### src/rtl/assert_macros.svh
// ----------------------------------------------------------------------------
// Assertion macros
// Shared concurrent assertion forms, clocked on clk with arst_n as disable.
// ----------------------------------------------------------------------------
`ifndef ASSERT_MACROS_SVH
`define ASSERT_MACROS_SVH
`ifndef ASSERT_OFF
`define ASSERT_ALWAYS(lbl, expr, msg) \
lbl: assert property (@(posedge clk) disable iff (!arst_n) (expr)) else $error(msg);
`define ASSERT_IMPLIES(lbl, ante, cons, msg) \
lbl: assert property (@(posedge clk) disable iff (!arst_n) (ante) |-> (cons)) else $error(msg);
`else
`define ASSERT_ALWAYS(lbl, expr, msg)
`define ASSERT_IMPLIES(lbl, ante, cons, msg)
`endif
`endif

### src/rtl/plcm_pkg.sv
// ----------------------------------------------------------------------------
// plcm_pkg
// Types and codes of the piecewise-linear color map.
// ----------------------------------------------------------------------------
package plcm_pkg;

	localparam int OpcodeWidth   = 2;
	localparam int CfgIndexWidth = 3;
	localparam int CfgDataWidth  = 8;
	localparam int CountWidth    = 5;
	localparam int SlotWidth     = 4;

	typedef enum logic [OpcodeWidth-1:0] {
		OP_SCAN   = 2'd0,
		OP_MAP    = 2'd1,
		OP_LOAD   = 2'd2,
		OP_UNUSED = 2'd3
	} opcode_t;

	typedef enum logic [CfgIndexWidth-1:0] {
		CFG_POINT_COUNT   = 3'd0,
		CFG_MASK_ENABLE   = 3'd1,
		CFG_INVALID_RED   = 3'd2,
		CFG_INVALID_GREEN = 3'd3,
		CFG_INVALID_BLUE  = 3'd4
	} cfg_index_t;

	typedef enum logic [3:0] {
		ST_IDLE,
		ST_NORM,
		ST_SRCH,
		ST_SCMP,
		ST_RDL,
		ST_RDR,
		ST_SETUP,
		ST_DIV,
		ST_MUL,
		ST_ACC
	} state_t;

endpackage

### src/rtl/piecewise_linear_colormap.sv
// ----------------------------------------------------------------------------
// piecewise_linear_colormap
// Maps scalar samples to RGB bytes through a table of color control points.
// ----------------------------------------------------------------------------
// A transaction is taken when start is high and busy is low. Scan and load
// transactions finish in the cycle they are taken and never raise busy, so
// they can be issued back to back. A map transaction produces one color on
// red, green and blue, marked by done for exactly one cycle; the receiver
// cannot stall it, so it must take the color in that cycle. A masked-out map
// answers in the next cycle. Any other map is worked through a control-point
// memory with a registered read: a serial normalization (skipped when no range
// has been scanned or the sample lies at or outside the tracked range), a
// binary search whose steps alternate between a read state and a compare
// state and end in a state that picks the bracketing points, reads of the left
// and right points through ST_RDL, ST_RDR and ST_SETUP, a serial division for
// the interpolation fraction (skipped when both points share a position), and
// a shared multiply and scale pass for each of the three channels. Most of a
// map's time goes to the two serial dividers; done is raised as busy falls, so
// a new transaction can be taken in the cycle that done is shown.
// Configuration writes must only be issued while busy is low. The
// control-point memory has no reset; mapping against a point that was never
// loaded yields an unspecified color.
// ----------------------------------------------------------------------------
module piecewise_linear_colormap #(
	parameter int MAX_POINTS    = 16,
	parameter int SAMPLE_WIDTH  = 32,
	parameter int FRACTION_BITS = 16
) (
	input  logic                                clk,
	input  logic                                arst_n,
	input  logic                                start,
	output logic                                busy,
	input  logic [plcm_pkg::OpcodeWidth-1:0]    opcode,
	input  logic signed [SAMPLE_WIDTH-1:0]      sample,
	input  logic                                mask_valid,
	input  logic [plcm_pkg::SlotWidth-1:0]      point_index,
	input  logic [FRACTION_BITS:0]              point_position,
	input  logic [FRACTION_BITS:0]              point_red,
	input  logic [FRACTION_BITS:0]              point_green,
	input  logic [FRACTION_BITS:0]              point_blue,
	output logic                                done,
	output logic [7:0]                          red,
	output logic [7:0]                          green,
	output logic [7:0]                          blue,
	input  logic                                cfg_we,
	input  logic [plcm_pkg::CfgIndexWidth-1:0]  cfg_index,
	input  logic [plcm_pkg::CfgDataWidth-1:0]   cfg_wdata
);
	import plcm_pkg::*;

	`include "assert_macros.svh"

	localparam int F   = FRACTION_BITS;
	localparam int W   = SAMPLE_WIDTH;
	localparam int V   = F + 1;                 // width of one stored value
	localparam int EW  = 4 * V;                 // position, red, green, blue
	localparam int IW  = (MAX_POINTS > 2) ? $clog2(MAX_POINTS) : 1;
	localparam int DW  = 2 * F + 1;             // dividend and quotient width
	localparam int CNW = $clog2(DW + 1);
	localparam int PW  = (F + 2) + (DW + 1);    // product width
	localparam int AW  = F + DW + 12;           // accumulator width
	localparam logic [V-1:0]  OneQ      = V'(1) << F;
	localparam logic [63:0]   FracLimit = 64'd1 << (54 - F);

	// Configuration registers.
	logic [CountWidth-1:0] point_count_q;
	logic                  mask_enable_q;
	logic [7:0]            inv_red_q, inv_green_q, inv_blue_q;

	// Tracked range, held as offset-binary keys so unsigned compares work.
	logic [W-1:0] range_min_q, range_max_q;
	logic         range_seen_q;

	// Control-point memory, one entry per point: {position, red, green, blue}.
	logic [EW-1:0] mem [MAX_POINTS];
	logic [EW-1:0] rd_q;
	logic [IW-1:0] rd_addr;
	logic          wr_en;
	logic [IW-1:0] wr_addr;
	logic [EW-1:0] wr_data;

	state_t state_q, state_d;

	// Datapath registers.
	logic [W-1:0]         span_q;
	logic [W-1:0]         nrem_q;
	logic [F-1:0]         nquo_q;
	logic [V-1:0]         nv_q;
	logic [IW-1:0]        lo_q, hi_q;
	logic [IW-1:0]        left_q, right_q;
	logic [EW-1:0]        left_ent_q, right_ent_q;
	logic [CNW-1:0]       cnt_q;
	logic [V-1:0]         drem_q;
	logic [V-1:0]         dv_q;
	logic [DW-1:0]        dquo_q;
	logic                 neg_q;
	logic signed [DW:0]   frac_q;
	logic [1:0]           ch_q;
	logic signed [PW-1:0] prod_s1;
	logic                 done_q;
	logic [7:0]           red_q, green_q, blue_q;

	logic          accept;
	logic [W-1:0]  key;
	logic [IW-1:0] n_m1;
	logic [IW-1:0] mid;
	logic [V-1:0]  mid_pos;

	assign accept = start && !busy;
	assign key    = {~sample[W-1], sample[W-2:0]};
	assign busy   = (state_q != ST_IDLE);

	// Last usable point index, with the count clamped to 2..MAX_POINTS.
	always_comb begin
		if (point_count_q < CountWidth'(2)) begin
			n_m1 = IW'(1);
		end else if (int'(point_count_q) > MAX_POINTS) begin
			n_m1 = IW'(MAX_POINTS - 1);
		end else begin
			n_m1 = IW'(point_count_q - CountWidth'(1));
		end
	end

	assign mid     = IW'(({1'b0, lo_q} + {1'b0, hi_q}) >> 1);
	assign mid_pos = rd_q[EW-1 -: V];

	function automatic logic [V-1:0] sat_one(input logic [V-1:0] raw);
		sat_one = (raw > OneQ) ? OneQ : raw;
	endfunction

	// Loads are written in the cycle they are taken.
	always_comb begin
		wr_en   = accept && (opcode_t'(opcode) == OP_LOAD) &&
		          (int'(point_index) < MAX_POINTS);
		wr_addr = IW'(point_index);
		wr_data = {sat_one(point_position), sat_one(point_red),
		           sat_one(point_green), sat_one(point_blue)};
	end

	always_ff @(posedge clk) begin
		if (wr_en) begin
			mem[wr_addr] <= wr_data;
		end
		rd_q <= mem[rd_addr];
	end

	// Next state and read address.
	always_comb begin
		state_d = state_q;
		rd_addr = mid;
		case (state_q)
			ST_IDLE: begin
				if (accept && opcode_t'(opcode) == OP_MAP && !(mask_enable_q && !mask_valid)) begin
					if (!range_seen_q || range_max_q <= range_min_q ||
					    key <= range_min_q || key >= range_max_q) begin
						state_d = ST_SRCH;
					end else begin
						state_d = ST_NORM;
					end
				end
			end
			ST_NORM: begin
				if (cnt_q == CNW'(F - 1)) begin
					state_d = ST_SRCH;
				end
			end
			ST_SRCH: begin
				rd_addr = mid;
				state_d = (lo_q < hi_q) ? ST_SCMP : ST_RDL;
			end
			ST_SCMP: begin
				state_d = ST_SRCH;
			end
			ST_RDL: begin
				rd_addr = left_q;
				state_d = ST_RDR;
			end
			ST_RDR: begin
				rd_addr = right_q;
				state_d = ST_SETUP;
			end
			ST_SETUP: begin
				state_d = (rd_q[EW-1 -: V] == left_ent_q[EW-1 -: V]) ? ST_MUL : ST_DIV;
			end
			ST_DIV: begin
				if (cnt_q == CNW'(DW - 1)) begin
					state_d = ST_MUL;
				end
			end
			ST_MUL: begin
				state_d = ST_ACC;
			end
			ST_ACC: begin
				state_d = (ch_q == 2'd2) ? ST_IDLE : ST_MUL;
			end
			default: begin
				state_d = ST_IDLE;
			end
		endcase
	end

	always_ff @(posedge clk or negedge arst_n) begin
		if (!arst_n) begin
			state_q <= ST_IDLE;
		end else begin
			state_q <= state_d;
		end
	end

	// Configuration and range tracking.
	always_ff @(posedge clk or negedge arst_n) begin
		if (!arst_n) begin
			point_count_q <= CountWidth'(2);
			mask_enable_q <= 1'b0;
			inv_red_q     <= '0;
			inv_green_q   <= '0;
			inv_blue_q    <= '0;
			range_min_q   <= '0;
			range_max_q   <= '0;
			range_seen_q  <= 1'b0;
		end else begin
			if (cfg_we) begin
				case (cfg_index_t'(cfg_index))
					CFG_POINT_COUNT:   point_count_q <= cfg_wdata[CountWidth-1:0];
					CFG_MASK_ENABLE:   mask_enable_q <= cfg_wdata[0];
					CFG_INVALID_RED:   inv_red_q     <= cfg_wdata;
					CFG_INVALID_GREEN: inv_green_q   <= cfg_wdata;
					CFG_INVALID_BLUE:  inv_blue_q    <= cfg_wdata;
					default: ;
				endcase
			end
			if (accept && opcode_t'(opcode) == OP_SCAN) begin
				range_seen_q <= 1'b1;
				if (!range_seen_q || key < range_min_q) begin
					range_min_q <= key;
				end
				if (!range_seen_q || key > range_max_q) begin
					range_max_q <= key;
				end
			end
		end
	end

	// Strobe.
	always_ff @(posedge clk or negedge arst_n) begin
		if (!arst_n) begin
			done_q <= 1'b0;
		end else begin
			done_q <= (accept && opcode_t'(opcode) == OP_MAP && mask_enable_q && !mask_valid) ||
			          (state_q == ST_ACC && ch_q == 2'd2);
		end
	end

	// Datapath.
	logic [W:0]          n_two;
	logic [V:0]          d_t;
	logic signed [F+1:0] num, den;
	logic [F+1:0]        num_abs, den_abs;
	logic [DW-1:0]       q_mag, q_last;
	logic [V-1:0]        cl_sel, cr_sel;
	logic signed [F+1:0] diff;
	logic signed [AW-1:0] sum, acc, shifted;
	logic [7:0]          byte_out;

	always_comb begin
		n_two   = {nrem_q, 1'b0};
		d_t     = {drem_q, dquo_q[DW-1]};
		num     = $signed({1'b0, nv_q}) - $signed({1'b0, left_ent_q[EW-1 -: V]});
		den     = $signed({1'b0, rd_q[EW-1 -: V]}) - $signed({1'b0, left_ent_q[EW-1 -: V]});
		num_abs = num[F+1] ? -num : num;
		den_abs = den[F+1] ? -den : den;
		q_last  = {dquo_q[DW-2:0], (d_t >= {1'b0, dv_q})};
		q_mag   = (64'(q_last) > FracLimit) ? FracLimit[DW-1:0] : q_last;
		case (ch_q)
			2'd0: begin
				cl_sel = left_ent_q[3*V-1 -: V];
				cr_sel = right_ent_q[3*V-1 -: V];
			end
			2'd1: begin
				cl_sel = left_ent_q[2*V-1 -: V];
				cr_sel = right_ent_q[2*V-1 -: V];
			end
			default: begin
				cl_sel = left_ent_q[V-1:0];
				cr_sel = right_ent_q[V-1:0];
			end
		endcase
		diff    = $signed({1'b0, cr_sel}) - $signed({1'b0, cl_sel});
		sum     = (AW'($signed({1'b0, cl_sel})) <<< F) + AW'(prod_s1);
		acc     = (sum <<< 8) - sum;
		shifted = acc >>> (2 * F);
		if (acc < 0) begin
			byte_out = 8'd0;
		end else if (shifted > AW'(255)) begin
			byte_out = 8'd255;
		end else begin
			byte_out = shifted[7:0];
		end
	end

	always_ff @(posedge clk) begin
		case (state_q)
			ST_IDLE: begin
				span_q <= range_max_q - range_min_q;
				nrem_q <= key - range_min_q;
				cnt_q  <= '0;
				lo_q   <= '0;
				hi_q   <= n_m1;
				if (!range_seen_q || range_max_q <= range_min_q || key <= range_min_q) begin
					nv_q <= '0;
				end else begin
					nv_q <= OneQ;
				end
				if (accept && opcode_t'(opcode) == OP_MAP && mask_enable_q && !mask_valid) begin
					red_q   <= inv_red_q;
					green_q <= inv_green_q;
					blue_q  <= inv_blue_q;
				end
			end
			ST_NORM: begin
				cnt_q <= cnt_q + CNW'(1);
				if (n_two >= {1'b0, span_q}) begin
					nrem_q <= W'(n_two - {1'b0, span_q});
					nquo_q <= {nquo_q[F-2:0], 1'b1};
					if (cnt_q == CNW'(F - 1)) nv_q <= {1'b0, nquo_q[F-2:0], 1'b1};
				end else begin
					nrem_q <= n_two[W-1:0];
					nquo_q <= {nquo_q[F-2:0], 1'b0};
					if (cnt_q == CNW'(F - 1)) nv_q <= {1'b0, nquo_q[F-2:0], 1'b0};
				end
			end
			ST_SRCH: begin
				if (lo_q >= hi_q) begin
					if (lo_q == '0) begin
						left_q  <= '0;
						right_q <= IW'(1);
					end else begin
						left_q  <= lo_q - IW'(1);
						right_q <= lo_q;
					end
				end
			end
			ST_SCMP: begin
				if (nv_q > mid_pos) begin
					lo_q <= mid + IW'(1);
				end else begin
					hi_q <= mid;
				end
			end
			ST_RDR: begin
				left_ent_q <= rd_q;
			end
			ST_SETUP: begin
				right_ent_q <= rd_q;
				neg_q       <= num[F+1] ^ den[F+1];
				dv_q        <= den_abs[V-1:0];
				drem_q      <= '0;
				dquo_q      <= DW'(num_abs[V-1:0]) << F;
				cnt_q       <= '0;
				frac_q      <= '0;
				ch_q        <= 2'd0;
			end
			ST_DIV: begin
				cnt_q <= cnt_q + CNW'(1);
				if (d_t >= {1'b0, dv_q}) begin
					drem_q <= V'(d_t - {1'b0, dv_q});
				end else begin
					drem_q <= d_t[V-1:0];
				end
				dquo_q <= q_last;
				if (cnt_q == CNW'(DW - 1)) begin
					frac_q <= neg_q ? -$signed({1'b0, q_mag}) : $signed({1'b0, q_mag});
				end
			end
			ST_MUL: begin
				prod_s1 <= PW'(diff) * PW'(frac_q);
			end
			ST_ACC: begin
				ch_q <= ch_q + 2'd1;
				case (ch_q)
					2'd0:    red_q   <= byte_out;
					2'd1:    green_q <= byte_out;
					default: blue_q  <= byte_out;
				endcase
			end
			default: ;
		endcase
	end

	assign done  = done_q;
	assign red   = red_q;
	assign green = green_q;
	assign blue  = blue_q;

	// A color is only ever shown after the last channel or a masked map.
	`ASSERT_IMPLIES(a_done_source, done, $past(state_q) == ST_ACC || $past(accept), "done without a finished map")
	// The search window never inverts while it is being narrowed.
	`ASSERT_IMPLIES(a_search_window, state_q == ST_SCMP, lo_q < hi_q, "search window inverted")
	// The channel counter only walks red, green and blue.
	`ASSERT_IMPLIES(a_channel_range, state_q == ST_MUL || state_q == ST_ACC, ch_q != 2'd3, "channel counter out of range")

endmodule
### config.mk
export PLATFORM = sky130hd
export DESIGN_NAME = piecewise_linear_colormap
export DESIGN_NICKNAME = d
export VERILOG_FILES = /design/src/rtl/plcm_pkg.sv /design/src/rtl/piecewise_linear_colormap.sv
export VERILOG_INCLUDE_DIRS = /design/src /design/src/rtl
export SDC_FILE = /design/constraint.sdc
export NUM_CORES = 2
export LEC_CHECK = 0
export BUFFER_PORTS_ARGS = -buffer_cell sky130_fd_sc_hd__buf_2
export CORE_AREA = 2 2 575 577
export DETAILED_ROUTE_END_ITERATION = 16
export DIE_AREA = 0 0 577 579
export PLACE_DENSITY = 0.46
export SKIP_LAST_GASP = 1
export SYNTH_ARGS = -nofsm -noshare
export SYNTH_HDL_FRONTEND = slang
export SYNTH_SLANG_ARGS = --single-unit
### constraint.sdc
create_clock -name clk -period 13.4 [get_ports clk]
set_input_delay 0.67 -clock clk [delete_from_list [all_inputs] [get_ports clk]]
set_output_delay 0.67 -clock clk [all_outputs]
set_load 0.01 [all_outputs]
==> flow_summary.toml <==
[sta]
fin_setup_tns_ns = 0
slew-limit-headroom_pct = 5.55
finalClockSkew_ns = 0.135
hold_violations = 0
report.final.setup_viol = 0
finalWorstSetupSlack_ns = 1.30
worst_slew_pin_slew_ns = 1.41
slew_viol_final = 0
grt_setup_unrepaired = "false"
final_critical_path_share_of_the_clock_period_pct = 90.3
period_minus_slack_ns = 12.10
maxClockFrequency_mhz = 82.7

[worst_setup_path]
timing.critical_path.mode_cell = "sky130_fd_sc_hd__fa_1"
arrival_ns = 12.65
largest_incremental_delay_on_the_critical_path_ns = 0.70
setup.worst_path.start_class = "flop"
critical_path_required_time_ns = 13.95
critical-path-slowest-cell = "sky130_fd_sc_hd__ha_2"
setup.worst_path.end_class = "flop"
critical_path_peak_fanout = 36
ff2ff_path_depth = 40
criticalPathCategory = "reg -> reg"

[floorplan]
floorplan.core_area_um2 = 329000
die_width_um = 577
ioPinCount = 148
start_util_pct = 29.8
floorplan.die_area_um2 = 334000
placement_rows = 211
die_h_um = 579

[synth]
synth.cells.most_frequent = "1505 x sky130_fd_sc_hd__edfxtp_1, 986 x sky130_fd_sc_hd__inv_1, 743 x sky130_fd_sc_hd__nand2_1"
synth_top_area_share_pct = 46.2
synthesis.instances = 7723
netlist_area_um2 = 97900
synth-warning-count = 0
synth_seq_area_share_pct = 50.1
synth.ff_latch_count = 1673
mappedNetlistNets = 8866
postSynth.topFlopCell = "sky130_fd_sc_hd__edfxtp_1"
yosys.cell_types.count = 87
post-synth-top-count-cell = "sky130_fd_sc_hd__edfxtp_1"
synth_largest_area_cell = "sky130_fd_sc_hd__edfxtp_1"
async_reset_ff_share_pct = 5.98
number_of_flops_mapped_to_enable_cells_by_yosys = 1505
synthTopCellsByArea = "sky130_fd_sc_hd__edfxtp_1 46%, sky130_fd_sc_hd__fa_1 12%, sky130_fd_sc_hd__mux4_2 6.3%"
post_synthesis_area_per_instance_um2 = 12.7

[cells_and_area]
multi_input_gate_area_um2 = 44300
area.sequential_um2 = 49100
final_core_utilization_pct = 33.5
finalNetCount = 9009
filler_instances = 32500
layout-area-overhead-vs-synth_pct = 12.5
final_layout_size_suffix_gt1_share_pct = 11.9

[grt]
antenna_found_initial = 20
grt_overflow_total = 0
grtUsageTotal_pct = 15.5
pin_count_of_the_biggest_net_entering_global_routing = 125
first_global_vias = 63000
global_route_wire_length_before_repair_mm = 396

[placement]
dpl.hpwl_mm = 179
gp_weighted_congestion = 0.829
pre_cts_ws_ns = 1.39
number_of_port_buffers = 147

[drt]
avgRoutedWirePerCell_um = 21.0
drc_violations_left = 0
postRouteAntennaNets = 0
vias = 59800
detailedRoute.firstIterationViolations = 4162
dr.pass1.iters = 7
totalWireLength_mm = 260
vias_per_inst = 4.83

[cts]
cts_root_buf = "sky130_fd_sc_hd__clkbuf_16"
cts_sinks = 1673
cts_repair_resize_count = 0
worstSkewPairLatency_ns = 0.92
clk_pin_slew_ns = 0.07
cts_buffers = 190
clock_tree.buffer_depth = 4
cts_tree = "yes"
h-tree-depth = 4

[run_status]
run_status = "finished, final reports clean"

[worst_hold_path]
worstHoldPathType = "in -> reg"
timing.hold.worst_path_depth = 2

[job]
cap_violations = 0
==> sequential cells by signal, indices dropped and copies added, names as in the netlist, 15 cells and up <==
name and count:
dv_q 17, nrem_q 32, nquo_q 15, left_ent_q 68
span_q 32, nv_q 17, frac_q 34, range_min_q 32
range_max_q 32, right_ent_q 51, prod_s1 52, drem_q 17
rd_q 68, mem 1088, dquo_q 33
==> cell type report <==
type,instances,share of cell area (%)
clock buffer,267,4.77
multi-input combinational,4753,40.2
timing repair buffer,261,1.51
tap,4366,4.96
inverter,987,3.36
sequential,1673,44.6
clock inverter,78,0.626
antenna,6,0.0136
==> through the flow <==
step,cell area (um^2),instances,hold slack (ns)
2_1_floorplan,97900,7723,0.374
3_3_place_gp,104000,12000,0.414
3_5_place_dp,104000,12000,0.420
4_1_cts,110000,12400,0.0259
5_1_grt,110000,12400,0.0621
6_report,110000,12400,0.106
==> routing by layer <==
metal	wire (um)	up-vias	global-route usage [%]
met4	4150	4	2.90
li1	-	27400	-
met1	123000	30900	21.9
met3	11700	294	2.01
met2	121000	1199	25.6
met5	34	-	0
==> worst max-delay path: cells and delay by family, from the launching register on <==
family,cells,cell delay [ns]
xor+xnor,2,0.22
simple gates,6,1.03
fa+ha+maj,10,4.77
flops,1,0.42
buf+inv,5,0.61
compound gates,17,4.70
==> repair_timing <==
action / CTS / global route
endpoints found under the hold margin: 50 / 0
hold buffers: 2 / 0
buffers inserted: 0 / 0
==> placed cells by master (no fill, tap or decap), types with 26 or more instances in the layout <==
master and count:
sky130_fd_sc_hd__a211oi_1 103, sky130_fd_sc_hd__a21o_1 148, sky130_fd_sc_hd__a21oi_1 335, sky130_fd_sc_hd__a31oi_1 35
sky130_fd_sc_hd__and2_1 187, sky130_fd_sc_hd__and3_1 46, sky130_fd_sc_hd__buf_2 146, sky130_fd_sc_hd__buf_4 107
sky130_fd_sc_hd__clkbuf_1 61, sky130_fd_sc_hd__clkbuf_16 194, sky130_fd_sc_hd__dfrtp_1 99, sky130_fd_sc_hd__dfxtp_1 68
sky130_fd_sc_hd__edfxtp_1 1505, sky130_fd_sc_hd__fa_1 594, sky130_fd_sc_hd__ha_1 424, sky130_fd_sc_hd__inv_1 984
sky130_fd_sc_hd__mux2_2 62, sky130_fd_sc_hd__mux2i_1 85, sky130_fd_sc_hd__mux4_2 272, sky130_fd_sc_hd__nand2_1 742
sky130_fd_sc_hd__nand2b_1 73, sky130_fd_sc_hd__nand3_1 105, sky130_fd_sc_hd__nand4_1 59, sky130_fd_sc_hd__nor2_1 275
sky130_fd_sc_hd__nor2b_1 180, sky130_fd_sc_hd__nor3_1 55, sky130_fd_sc_hd__nor4_1 29, sky130_fd_sc_hd__o211ai_1 26
sky130_fd_sc_hd__o21a_1 47, sky130_fd_sc_hd__o21ai_0 219, sky130_fd_sc_hd__o21bai_1 33, sky130_fd_sc_hd__or3_1 33
sky130_fd_sc_hd__xnor2_1 175, sky130_fd_sc_hd__xor2_1 126
==> cell families (layout without fill, tap and decap cells) <==
kind of cell / Yosys count / in the layout / synth area share [%]
and+or+nand+nor: 1857 / 1857 / 9.07
DFF: 1673 / 1673 / 50.1
buffers and inverters: 1297 / 1593 / 5.06
AOI/OAI and AO/OA: 1140 / 1140 / 7.48
adders and majority gates: 1021 / 1021 / 17.6
muxes: 419 / 419 / 7.84
xor gates and xnor gates: 316 / 316 / 2.84
other: 0 / 6 / 0
==> path summary, 6_finish.rpt <==
path	slack, ns	from	endpoint
setup / recovery	1.30	ch_q[0]$_SDFFCE_PN0P_	prod_s1[51]$_DFFE_PP_
hold / removal	0.11	sample[0]	range_min_q[0]$_DFFE_PN0P_
setup reg to reg	1.30	ch_q[0]$_SDFFCE_PN0P_	prod_s1[51]$_DFFE_PP_
hold reg to reg	0.35	rd_q[46]$_DFF_P_	left_ent_q[46]$_DFFE_PP_
max in group asynchronous	11.73	arst_n	inv_blue_q[0]$_DFFE_PN0P_
min in group asynchronous	0.43	arst_n	range_max_q[30]$_DFFE_PN0P_
Power is not shown: default switching activity piles up to over one toggle a cycle in this logic, so the estimate is an artifact.
